<file path="src/hdl/rlid_pkg.sv">
// shared types and constants for the ring list insert/delete core
`timescale 1ns / 1ps
package rlid_pkg;

  // default ring depth
  localparam int DEPTH_DEF = 16;
  // width used for index and count compares, covers depth up to 256
  localparam int CMP_W = 9;
  localparam int VAL_W = 32;
  localparam int IDX_W = 8;
  localparam int CNT_OUT_W = 5;

  typedef enum logic [1:0] {
    ST_OK        = 2'd0,
    ST_NOT_FOUND = 2'd1,
    ST_FULL      = 2'd2
  } status_t;

  typedef enum logic [2:0] {
    S_IDLE,
    S_DECIDE,
    S_DEL_RD,
    S_SHIFT,
    S_DRAIN,
    S_INS_WR,
    S_FINISH
  } state_t;

  // commands from controller to datapath
  typedef struct packed {
    logic    load;
    logic    ptr_ins;
    logic    ptr_del;
    logic    rd;
    logic    shift;
    logic    write_value;
    logic    cnt_inc;
    logic    cnt_dec;
    logic    set_status;
    status_t code;
    logic    out_load;
  } ctl_t;

  // status from datapath to controller
  typedef struct packed {
    logic is_del;
    logic full;
    logic empty;
    logic one;
    logic idx_bad;
    logic idx_last;
    logic last_rd;
  } stat_t;

endpackage

</file>
<file path="src/hdl/rlid_dpath.sv">
// datapath: entry memory, entry count, shift pointer and result registers
`timescale 1ns / 1ps
module rlid_dpath #(
  parameter int DEPTH = rlid_pkg::DEPTH_DEF
) (
  input  logic                               clk,
  input  logic                               rst,
  input  rlid_pkg::ctl_t                     ctl,
  output rlid_pkg::stat_t                    st,
  input  logic                               command,
  input  logic signed [rlid_pkg::VAL_W-1:0]  value,
  input  logic [rlid_pkg::IDX_W-1:0]         index,
  output logic signed [rlid_pkg::VAL_W-1:0]  removed_value,
  output logic [1:0]                         status,
  output logic [rlid_pkg::CNT_OUT_W-1:0]     entry_count
);

  localparam int AW   = (DEPTH > 1) ? $clog2(DEPTH) : 1;
  localparam int CW   = $clog2(DEPTH + 1);
  localparam int CMPW = rlid_pkg::CMP_W;

  logic signed [rlid_pkg::VAL_W-1:0] mem [DEPTH];

  logic                              op;
  logic signed [rlid_pkg::VAL_W-1:0] val;
  logic [rlid_pkg::IDX_W-1:0]        idx;
  logic [CW-1:0]                     count;
  logic [AW-1:0]                     ptr;
  logic signed [rlid_pkg::VAL_W-1:0] rdata;
  logic [AW-1:0]                     dest;
  logic                              pend;
  logic                              cap;
  logic signed [rlid_pkg::VAL_W-1:0] removed;
  rlid_pkg::status_t                 res_status;

  logic [CMPW-1:0]                   idx_w;
  logic [CMPW-1:0]                   cnt_w;
  logic [CMPW-1:0]                   ptr_w;
  logic [CW+rlid_pkg::CNT_OUT_W-1:0] cnt_ext;
  logic                              we;
  logic [AW-1:0]                     waddr;
  logic signed [rlid_pkg::VAL_W-1:0] wdata;

  assign idx_w   = CMPW'(idx);
  assign cnt_w   = CMPW'(count);
  assign ptr_w   = CMPW'(ptr);
  assign cnt_ext = {{rlid_pkg::CNT_OUT_W{1'b0}}, count};

  always_comb begin
    st.is_del   = op;
    st.full     = (count == CW'(DEPTH));
    st.empty    = (count == '0);
    st.one      = (count == CW'(1));
    st.idx_bad  = (idx_w >= cnt_w);
    st.idx_last = (idx_w == cnt_w - CMPW'(1));
    // insert reads down to position 1, delete reads up to the last entry
    st.last_rd  = op ? (ptr_w == cnt_w - CMPW'(1)) : (ptr_w == CMPW'(1));
  end

  // a pending shift write has priority, the controller never overlaps them
  always_comb begin
    we    = pend | ctl.write_value;
    waddr = pend ? dest : (count == '0 ? '0 : AW'(1));
    wdata = pend ? rdata : val;
  end

  always_ff @(posedge clk) begin
    if (we) begin
      mem[waddr] <= wdata;
    end
    if (ctl.rd) begin
      rdata <= mem[ptr];
    end
  end

  always_ff @(posedge clk) begin
    if (rst) begin
      count <= '0;
      pend  <= 1'b0;
      cap   <= 1'b0;
    end else begin
      pend <= ctl.rd & ctl.shift;
      cap  <= ctl.rd & ~ctl.shift;
      if (ctl.cnt_inc) begin
        count <= count + CW'(1);
      end else if (ctl.cnt_dec) begin
        count <= count - CW'(1);
      end
    end
  end

  always_ff @(posedge clk) begin
    if (ctl.load) begin
      op  <= command;
      val <= value;
      idx <= index;
    end
    if (ctl.ptr_ins) begin
      ptr <= AW'(count - CW'(1));
    end else if (ctl.ptr_del) begin
      ptr <= idx[AW-1:0];
    end else if (ctl.rd) begin
      ptr <= op ? ptr + AW'(1) : ptr - AW'(1);
    end
    if (ctl.rd) begin
      dest <= op ? ptr - AW'(1) : ptr + AW'(1);
    end
    if (ctl.load) begin
      removed <= '0;
    end else if (cap) begin
      removed <= rdata;
    end
    if (ctl.load) begin
      res_status <= rlid_pkg::ST_OK;
    end else if (ctl.set_status) begin
      res_status <= ctl.code;
    end
    if (ctl.out_load) begin
      removed_value <= removed;
      status        <= res_status;
      entry_count   <= cnt_ext[rlid_pkg::CNT_OUT_W-1:0];
    end
  end

  a_no_write_clash: assert property (@(posedge clk) disable iff (rst)
    !(pend && ctl.write_value))
    else $error("shift write and value write in the same cycle");

  a_count_bound: assert property (@(posedge clk) disable iff (rst)
    count <= CW'(DEPTH))
    else $error("entry count above depth");

  a_no_underflow: assert property (@(posedge clk) disable iff (rst)
    ctl.cnt_dec |-> (count != '0))
    else $error("entry count decremented at zero");

endmodule

</file>
<file path="src/hdl/rlid_ctrl.sv">
// controller state machine sequencing the memory shift for each command
`timescale 1ns / 1ps
module rlid_ctrl (
  input  logic            clk,
  input  logic            rst,
  input  logic            in_valid,
  output logic            in_ready,
  output logic            out_valid,
  input  logic            out_ready,
  input  rlid_pkg::stat_t st,
  output rlid_pkg::ctl_t  ctl
);

  rlid_pkg::state_t state;
  rlid_pkg::state_t state_next;

  always_ff @(posedge clk) begin
    if (rst) begin
      state     <= rlid_pkg::S_IDLE;
      out_valid <= 1'b0;
    end else begin
      state <= state_next;
      if (ctl.out_load) begin
        out_valid <= 1'b1;
      end else if (out_ready) begin
        out_valid <= 1'b0;
      end
    end
  end

  always_comb begin
    state_next = state;
    ctl        = '0;
    ctl.code   = rlid_pkg::ST_OK;
    in_ready   = (state == rlid_pkg::S_IDLE);
    case (state)
      rlid_pkg::S_IDLE: begin
        if (in_valid) begin
          ctl.load   = 1'b1;
          state_next = rlid_pkg::S_DECIDE;
        end
      end
      rlid_pkg::S_DECIDE: begin
        if (!st.is_del) begin
          if (st.full) begin
            ctl.set_status = 1'b1;
            ctl.code       = rlid_pkg::ST_FULL;
            state_next     = rlid_pkg::S_FINISH;
          end else if (st.empty || st.one) begin
            // nothing to move, value goes to head or just after it
            ctl.write_value = 1'b1;
            ctl.cnt_inc     = 1'b1;
            state_next      = rlid_pkg::S_FINISH;
          end else begin
            ctl.ptr_ins = 1'b1;
            state_next  = rlid_pkg::S_SHIFT;
          end
        end else begin
          if (st.idx_bad) begin
            ctl.set_status = 1'b1;
            ctl.code       = rlid_pkg::ST_NOT_FOUND;
            state_next     = rlid_pkg::S_FINISH;
          end else begin
            ctl.ptr_del = 1'b1;
            state_next  = rlid_pkg::S_DEL_RD;
          end
        end
      end
      rlid_pkg::S_DEL_RD: begin
        // read of the removed entry, held in rdata and then captured into removed
        ctl.rd     = 1'b1;
        state_next = st.idx_last ? rlid_pkg::S_DRAIN : rlid_pkg::S_SHIFT;
      end
      rlid_pkg::S_SHIFT: begin
        ctl.rd    = 1'b1;
        ctl.shift = 1'b1;
        if (st.last_rd) begin
          state_next = rlid_pkg::S_DRAIN;
        end
      end
      rlid_pkg::S_DRAIN: begin
        if (st.is_del) begin
          ctl.cnt_dec = 1'b1;
          state_next  = rlid_pkg::S_FINISH;
        end else begin
          state_next = rlid_pkg::S_INS_WR;
        end
      end
      rlid_pkg::S_INS_WR: begin
        ctl.write_value = 1'b1;
        ctl.cnt_inc     = 1'b1;
        state_next      = rlid_pkg::S_FINISH;
      end
      rlid_pkg::S_FINISH: begin
        if (!out_valid || out_ready) begin
          ctl.out_load = 1'b1;
          state_next   = rlid_pkg::S_IDLE;
        end
      end
      default: begin
        state_next = rlid_pkg::S_IDLE;
      end
    endcase
  end

  a_out_free: assert property (@(posedge clk) disable iff (rst)
    ctl.out_load |-> (!out_valid || out_ready))
    else $error("result loaded over an untaken result");

  a_no_idle_read: assert property (@(posedge clk) disable iff (rst)
    (state == rlid_pkg::S_IDLE || state == rlid_pkg::S_FINISH) |-> !ctl.rd)
    else $error("memory read outside the shift sequence");

  a_ins_only: assert property (@(posedge clk) disable iff (rst)
    (state == rlid_pkg::S_INS_WR) |-> !st.is_del)
    else $error("value write reached on a delete");

endmodule

</file>
<file path="src/hdl/ring_list_insert_delete_core.sv">
// top level of the ring list insert/delete core
`timescale 1ns / 1ps
// Holds an ordered ring of up to DEPTH signed 32-bit values in one memory,
// position 0 being the head. An add puts the value at the head of an empty
// ring, otherwise just after the head; a delete removes the entry at index
// and returns it. One command is handled at a time: the later entries move
// one memory word per cycle through the single read and write port; full,
// not_found and the trivial adds move no entries. A new command is taken
// as soon as the previous result sits in the output register, even before
// it is taken.
module ring_list_insert_delete_core #(
  parameter int DEPTH = rlid_pkg::DEPTH_DEF
) (
  input  logic                               clk,
  input  logic                               rst,
  input  logic                               in_valid,
  output logic                               in_ready,
  input  logic                               command,
  input  logic signed [rlid_pkg::VAL_W-1:0]  value,
  input  logic [rlid_pkg::IDX_W-1:0]         index,
  output logic                               out_valid,
  input  logic                               out_ready,
  output logic signed [rlid_pkg::VAL_W-1:0]  removed_value,
  output logic [1:0]                         status,
  output logic [rlid_pkg::CNT_OUT_W-1:0]     entry_count
);

  rlid_pkg::ctl_t  ctl;
  rlid_pkg::stat_t st;

  rlid_ctrl u_ctrl (
    .clk       (clk),
    .rst       (rst),
    .in_valid  (in_valid),
    .in_ready  (in_ready),
    .out_valid (out_valid),
    .out_ready (out_ready),
    .st        (st),
    .ctl       (ctl)
  );

  rlid_dpath #(
    .DEPTH (DEPTH)
  ) u_dpath (
    .clk           (clk),
    .rst           (rst),
    .ctl           (ctl),
    .st            (st),
    .command       (command),
    .value         (value),
    .index         (index),
    .removed_value (removed_value),
    .status        (status),
    .entry_count   (entry_count)
  );

endmodule
</file>
<file path="config.mk">
export PLATFORM = sky130hd
export DESIGN_NAME = ring_list_insert_delete_core
export DESIGN_NICKNAME = d
export VERILOG_FILES = /design/src/hdl/rlid_pkg.sv /design/src/hdl/rlid_dpath.sv /design/src/hdl/rlid_ctrl.sv /design/src/hdl/ring_list_insert_delete_core.sv
export SDC_FILE = /design/constraint.sdc
export NUM_CORES = 1
export LEC_CHECK = 0
export ABC_AREA = 1
export BUFFER_PORTS_ARGS = -buffer_cell sky130_fd_sc_hd__buf_2
export CORE_MARGIN = 2
export CORE_UTILIZATION = 35
export DETAILED_ROUTE_END_ITERATION = 12
export PLACE_DENSITY_LB_ADDON = 0.3
export SYNTH_ARGS = -nofsm -noshare
export SYNTH_HDL_FRONTEND = slang
export SYNTH_HIERARCHICAL = 1
export SYNTH_SLANG_ARGS = --single-unit
</file>
<file path="constraint.sdc">
create_clock -name clk -period 6 [get_ports clk]
set_input_delay 1.2 -clock clk [delete_from_list [all_inputs] [get_ports clk]]
set_output_delay 1.2 -clock clk [all_outputs]
set_load 0.01 [all_outputs]
</file>
# After elaboration in Yosys (flattened, before gate mapping)
# Memory sizes are Yosys's and may differ from the RTL's. A register that Yosys moved wholly into a read port is not among the register bits.
# Index checks and enable logic that the tools add are counted.
# Widths: inputs -> output; s select.
# totals
output_inout_bits	41
ff_bits	133
memories	1
ram_bits	512
# op_classes
eq_ne	14
magnitude_cmp	1
mux	47
n_reduce_logical	10
n_bitwise	4
addsub	5
# mem_list
memory	depth	word_bits	rd	rd_ports_with_merged_regs	write_ports	line	source
u_dpath.mem	16	32	1	1	1	rlid_dpath.sv:22	logic signed [rlid_pkg::VAL_W-1:0] mem [DEPTH];
# op_table
operator	n
$mux 3	12
$mux 32	1
$mux 4	6
$pmux 3 s7	1
$mux 1	19
$mux 2	5
$mux 5	2
$eq 3x3->1 const B	3
$eq 4x9->1	1
$eq 8x9->1	1
$ge 8x5->1	1
$eq 3x2->1 const B	2
$sub 5x1->6 const B	1
$add 5x1->5 const B	1
$eq 5x1->1 const B	1
$eq 5x5->1 const B	1
$logic_not 5->1	1
$sub 5x1->5 const B	1
$add 4x1->4 const B	1
$eq 4x1->1 const B	1
$ne 2x2->1 const B	2
$pmux 2 s2	1
$reduce_bool 2->1	2
$sub 4x1->4 const B	1
11 further kinds	13

# Longest topological paths before layout
# Gate-level depths: netlist of run 1.
# logic_depth
word_depth	9
ltp_mapped	18

# Modules after synthesis
# The synthesis of run 1 kept the hierarchy.
# modules_own_cells
module	area_each_um2	cells_each	seq_area_each_um2	instances
rlid_dpath	26870.8	2232	19799.0	1
rlid_ctrl	394.1	72	80.1	1

# Worst setup path before layout of run 1
# No wires, ideal clock.
# synth_path
path_type	input to register
start	input in_valid
end	register u_dpath/removed[0] (netlist name)
required_time_ns	5.868
arrival_time_ns	4.757
path_slack_ns	1.111
stages	5
setup_time_ns	0.132
cell_sequence	inv_1 > nor3_1 > clkbuf_1 > clkbuf_1 > a21oi_1
# synth_lines
item	line	source
start, declared	ring_list_insert_delete_core.sv:16	input logic in_valid,
end signal, assigned	rlid_dpath.sv:111	removed <= rdata;
end, declared	rlid_dpath.sv:33	logic signed [rlid_pkg::VAL_W-1:0] removed;

# Worst setup path after layout of run 1
# layout_path
start	register u_dpath.pend
end	memory u_dpath/mem[0][9] (netlist name) (enable)
# layout_via
elab_chain_len	3
# layout_lines
item	line	source
start, declared	rlid_dpath.sv:31	logic pend;
start signal, assigned	rlid_dpath.sv:82	pend <= ctl.rd & ctl.shift;
$or 1x1->1	rlid_dpath.sv:62	we = pend | ctl.write_value;
$mux 1	rlid_dpath.sv:68	if (we) begin
$mux 1 (not written as such)	rlid_dpath.sv:69	mem[waddr] <= wdata;
end, declared	rlid_dpath.sv:22	
# Several ways; a longest one is shown, not always the timed one.

==> metrics, run 1 <==
critical path startpoint category=register; Crit path max-delay family=simple AND/OR/NAND/NOR gates; Syn Std Cell Area=0.0273 mm²; initial drt markers=1,898; Seq/Total Area, Yosys=0.729; Switching Share=0.349; drt via density=4.97; clk root buf=clkbuf_16; fill cell total of the finished layout=7,409; top_reg_cell synth=edfxtp_1; clock sinks=677; CTS tree=built; Yosys top cell by area=edfxtp_1; Comb pwr share=0.285; setup_tns=0 ps; most used cell, CP=buf_4; multi-input logic area=0.00636 mm²; antenna viol nets, final=0; via count=17,171; Core Area=0.0773 mm²; Final #Nets=2,419; sequential power share=0.434; Clock power frac=0.280; Final min period=3840 ps; n_diodes=0; top cells by area, synth=edfxtp_1 70%, nand2_1 6.0%, nor2_1 5.1%; top cell type's share of synthesized area=0.696; largest net degree at the start of global routing=239; die area=0.0801 mm²; number of library cell types mapped by synthesis=34; Ports=86; placed cell areas=0.0287 mm²; Pwr Density=476 mW/mm²; final core utilization=0.399; GRT Overall Usage=0.170; # H-tree levels=3; clk_lat worst skew=600 ps; initial antenna violation count=5; period utilization=0.639; Final Instance Area=0.0308 mm²; Fmax achieved=0.261 GHz; Final HPWL DP=36,800 µm; Cell Chain, Critical Path=buf_4, clkinv_1, buf_4, nand2_1, o21ai_0, or2_1, nor2_4; worst-margin pin slew=1310 ps; synthesized instance count=2,304; setup repair after global routing missed its margin=false; CTS Hold Bufs=0; Final Hold Fails=0; Clock Tree Buf Depth=3; Slew Limit Headroom=0.121; Worst Path Required=6200 ps; Crit Path Category=reg -> reg; Detailed Route WL=68,900 µm; Hold Slack=420 ps; NetSw=5.12 mW; die height=283 µm; CP arrival=4040 ps; Post-CTS Setup Repair Bufs=0; DRT Pass-1 Iters=6; Yosys reg bits=677; Clk pin slew, worst setup/hold paths=60 ps; die width=283 µm; dpl cells=3,332; GP Congestion=0.824; GRT Residual Overflow=0; Post-CTS Resized=0; Max-cap violations=0; first-pass GRT wire length=104,000 µm; final setup violation count=0; slowest CP cell=nor2_4; worst ir drop on vdd=0.000235 V; Post-synth ARST share=0; FF/Latch Area=0.0199 mm²; syn avg cell area=11.8 µm²; Clock Skew=23.5 ps; LEAKAGE=11.0 nW; nature of the critical path endpoint=register; outcome=complete, no violations; Initial Util=0.353; area grow syn2layout=13.1%; yosys warns=6; input/output buffers=85; most common cell in the netlist=edfxtp_1; CP max FO=38; Post-Syn Nets=2,360; number of flops mapped to enable cells by yosys=632; CTS buffer count=69; Remaining DRCs=0; CP peak stage delay=1000 ps; Cell Int Power=9.56 mW; Non-Filler Instances=3,454; row count=102; vias in the first global route=16,691; commonest cells in the netlist=632 x edfxtp_1, 439 x nand2_1, 368 x nor2_1; WL/cell=19.9 µm; Worst Hold Class=reg -> reg; layout cells sized above 1=0.114; Pins Over Slew Limit=0; CP bufs+invs=3
## kinds of logic after synthesis
group,synth area share
buffers and inverters,0.0426
xor gates and xnor gates,0.00161
DFF,0.729
adders and majority gates,0.00505
AOI/OAI and AO/OA,0.0659
and+or+nand+nor,0.156
## layer usage
metal  up-vias  wire length (µm)  global-route usage
li1       8113                 -                   -
met1      8307             30200               0.237
met2       625             31800               0.267
met3       116              5000              0.0340
met4        10              1710              0.0549
met5         -                74                   0
## layout make-up
cell class / count / area share
flip-flops and latches: 677 / 0.645
well taps: 1040 / 0.0422
clock buffers: 89 / 0.0605
clock inverters: 33 / 0.00881
repair buffers: 120 / 0.0231
multi-input cells: 1379 / 0.206
inverters: 116 / 0.0143
## power groups by stage
stage               Combinational, mW  Sequential, mW  Clock (mW)
global placement                 4.13            6.45           0
global route                     4.71            6.42        4.39
finish                           4.19            6.37        4.11
CTS                              4.22            6.37        4.21
floorplan                        3.08            6.28           0
detailed placement               4.22            6.46           0
## final timing paths
check	from	endpoint	slack (ps)	cells past startpoint
worst max-delay path	u_dpath/pend	u_dpath/mem[0][9]	2160	7
worst max register to register	u_dpath/pend	u_dpath/mem[0][9]	2160	7
worst min register to register	u_dpath/removed[11]	u_dpath/removed_value[11]	420	0
worst min-delay path	u_dpath/removed[11]	u_dpath/removed_value[11]	420	0
## flip-flops by register name, indices dropped and copies added (netlist names), 5 cells and up
register	cells
u_dpath/val	32
u_dpath/mem	512
u_dpath/rdata	32
u_dpath/entry_count	5
u_dpath/removed	32
u_dpath/idx	8
u_dpath/count	5
u_dpath/removed_value	32
## metrics by stage
stage	setup slack (ps)	total power, mW
finish	2160	14.7
detailed placement	2110	10.7
CTS	2100	14.8
global route	1970	15.5
floorplan	1110	9.36
global placement	2180	10.6
## cell usage in the layout (no fill, tap or decap), types with 3 or more instances in the layout
| cell type | count |
|---|---|
| edfxtp_1 | 632 |
| clkinv_2 | 16 |
| nor2_2 | 4 |
| nand2_1 | 439 |
| nor2_1 | 352 |
| ha_1 | 11 |
| inv_2 | 4 |
| buf_4 | 33 |
| nand2_2 | 4 |
| o21ai_0 | 188 |
| o211ai_2 | 20 |
| nand3_1 | 217 |
| xor2_1 | 3 |
| o21ai_1 | 12 |
| buf_2 | 85 |
| clkbuf_16 | 71 |
| clkbuf_1 | 16 |
| inv_1 | 108 |
| dfxtp_1 | 44 |
| clkinv_1 | 10 |
| o211ai_1 | 15 |
| nor2_4 | 19 |
| a21oi_1 | 81 |
| bufinv_16 | 4 |
## worst reg2reg max path, stage by stage, from the launching register on
cell	delay, ps
dfxtp_2	320
buf_4	450
clkinv_1	610
buf_4	450
nand2_1	110
o21ai_0	100
or2_1	380
nor2_4	1000
Note: power is estimated with default switching activity, not from simulation.
==> run 2, diff against run 1 <==
--- a/config.mk
+++ b/config.mk
@@ -5,7 +5,7 @@
 export SDC_FILE = /design/constraint.sdc
 export NUM_CORES = 1
 export LEC_CHECK = 0
-export ABC_AREA = 1
+export ABC_AREA = 0
 export BUFFER_PORTS_ARGS = -buffer_cell sky130_fd_sc_hd__buf_2
 export CORE_MARGIN = 2
 export CORE_UTILIZATION = 35
==> constraint.sdc (replaced) <==
create_clock -name clk -period 3.1 [get_ports clk]
set_input_delay 0.62 -clock clk [delete_from_list [all_inputs] [get_ports clk]]
set_output_delay 0.62 -clock clk [all_outputs]
set_load 0.01 [all_outputs]
==> metrics, run 2 <==
die area=0.0761 mm²; Yosys reg bits=677; Place WS=-62.2 ps; critical path startpoint category=register; period utilization=0.953; NetSw=7.65 mW; Initial Util=0.354; Core Area=0.0731 mm²; GP Congestion=0.758; GRT Residual Overflow=0; Comb pwr share=0.236; Final Hold Fails=0; max reg flops=512; Clock power frac=0.318; Max-cap violations=0; clk root buf=clkbuf_16; gr busiest metal=met2; yosys warns=6; Clock Tree Buf Depth=3; commonest cells in the netlist=632 x edfxtp_1, 160 x mux4_2, 67 x nor2_1; most common cell in the netlist=edfxtp_1; CP arrival=3240 ps; final setup violation count=0; Syn Std Cell Area=0.0259 mm²; Clock Skew=29.9 ps; most common cell after layout, fill and taps aside=edfxtp_1; vias in the first global route=12,874; failing checks=DRC; Detailed Route WL=55,000 µm; Clk pin slew, worst setup/hold paths=60 ps; multi-input logic area=0.00574 mm²; met3 usage=0.0242; Ports=86; number of library cell types mapped by synthesis=52; GR Layer Usage met2=0.242; GRT Overall Usage=0.149; via count=12,004; clk_lat worst skew=620 ps; worst-margin pin slew=707 ps; Pins Over Slew Limit=0; drt via density=5.09; input/output buffers=85; CP max FO=32; LEAKAGE=9.75 nW; Largest Register=u_dpath/mem; first-pass GRT wire length=82,800 µm; die width=276 µm; initial drt markers=959; Cell Int Power=19.9 mW; dpl cells=2,221; setup repair after global routing missed its margin=false; FF/Latch Area=0.0199 mm²; Yosys top cell by area=edfxtp_1; Final #Nets=1,393; number of flops mapped to enable cells by yosys=632; # H-tree levels=3; worst ir drop on vdd=0.000499 V; post-layout worst setup margin=145 ps; WL/cell=23.3 µm; Worst Hold Class=in -> reg; Non-Filler Instances=2,357; antenna viol nets, final=0; clock sinks=677; Fmax achieved=0.338 GHz; area grow syn2layout=17.6%; fill cell total of the finished layout=6,379; sequential power share=0.446; Final HPWL DP=30,800 µm; top_reg_cell synth=edfxtp_1; die height=276 µm; Final min period=2950 ps; CTS buffer count=73; largest net degree at the start of global routing=73; row count=99; nature of the critical path endpoint=register; initial antenna violation count=1; top cell type's share of synthesized area=0.734; syn avg cell area=21.8 µm²; most frequent cells in the layout=632 x edfxtp_1, 160 x mux4_2, 85 x buf_2; n_diodes=0; Post-synth ARST share=0; overall power=27.6 mW; Worst Path Required=3380 ps; top cells by area, synth=edfxtp_1 73%, mux4_2 14%, dfxtp_1 3.5%; outcome=finished, violations left; Seq/Total Area, Yosys=0.769; Crit Path Category=reg -> reg; Switching Share=0.277; DRT Pass-1 Iters=9; GR Util met1=0.206; Post-Syn Nets=1,242; Post-CTS Setup Repair Bufs=0; CTS tree=built; Pwr Density=907 mW/mm²; Slew Limit Headroom=0.529; Remaining DRCs=6; layout cells sized above 1=0.337; synthesized instance count=1,186
run 2: cell types whose count changed after synthesis, moves of 32 or more:
| cell | change |
|---|---|
| nand2_1 | -429 |
| nor2_1 | -301 |
| nand3_1 | -211 |
| o21ai_0 | -183 |
| mux4_2 | +160 |
| inv_1 | -97 |
| a21oi_1 | -71 |
| mux2i_1 | +37 |
| mux2_2 | +32 |
run 2: power by group through the flow:
| stage | sequential, mW | clock (mW) | combinational, mW |
|---|---|---|---|
| 2_1_floorplan | 12.1 | 0 | 4.91 |
| 3_3_place_gp | 12.5 | 0 | 6.55 |
| 3_5_place_dp | 12.5 | 0 | 6.65 |
| 4_1_cts | 12.3 | 9.00 | 6.67 |
| 5_1_grt | 12.4 | 9.34 | 7.10 |
| 6_report | 12.3 | 8.78 | 6.52 |
run 2: cell type report:
class	count	area share
clock buffers	90	0.0645
repair buffers	138	0.0361
clock inverters	46	0.0158
multi-input cells	434	0.189
well taps	959	0.0394
flip-flops and latches	677	0.654
inverters	13	0.00160
run 2: path summary, 6_finish.rpt:
kind | from | to | slack [ps] | cells after the start
setup / recovery | u_dpath/count[1] | u_dpath/mem[2][25] | 150 | 10
hold / removal | value[31] | u_dpath/val[31] | 180 | 1
setup reg to reg | u_dpath/count[1] | u_dpath/mem[2][25] | 150 | 10
hold reg to reg | u_dpath/removed[15] | u_dpath/removed_value[15] | 420 | 0
run 2: cell families after synthesis:
logic type / share of synthesized area
adder cells (fa/ha/maj): 0.00532
XOR/XNOR: 0.00610
flip-flops: 0.769
AO/OA/AOI/OAI: 0.0105
multiplexers: 0.168
buffers and inverters: 0.0154
AND/OR/NAND/NOR: 0.0263
run 2: repair_timing:
| action | in CTS | in global routing |
|---|---|---|
| gates cloned | 0 | 0 |
| hold buffers | 0 | 0 |
| resized for setup | 1 | 1 |
| endpoints found under the setup margin | 64 | 128 |
run 2: worst max-delay path: stages, from the launching register on:
cell     delay (ps)
dfxtp_1         340
inv_1           160
ha_1            210
nand2_1         100
nor2_1          260
or2_2           210
a21oi_1         110
nor3b_4         400
mux2i_2         280
nor3b_4         270
buf_12          270
run 2: through the flow:
stage | util | setup TNS (ps) | hold WS (ps) | area (µm²)
2_1_floorplan | - | -53370 | 406 | 25900
3_3_place_gp | 0.383 | 0 | 414 | 28000
3_5_place_dp | 0.383 | -3710 | 416 | 28000
4_1_cts | 0.416 | 0 | 139 | 30400
5_1_grt | 0.416 | 0 | 155 | 30400
6_report | 0.416 | 0 | 179 | 30400
run 2: metal layers:
layer  share of wire  wire length [µm]  vias to the layer above
met5               0                 0                        -
met4           0.019              1060                        0
met3           0.050              2750                       70
met2            0.48             26600                      320
met1            0.45             24600                     6406
li1                -                 -                     5208
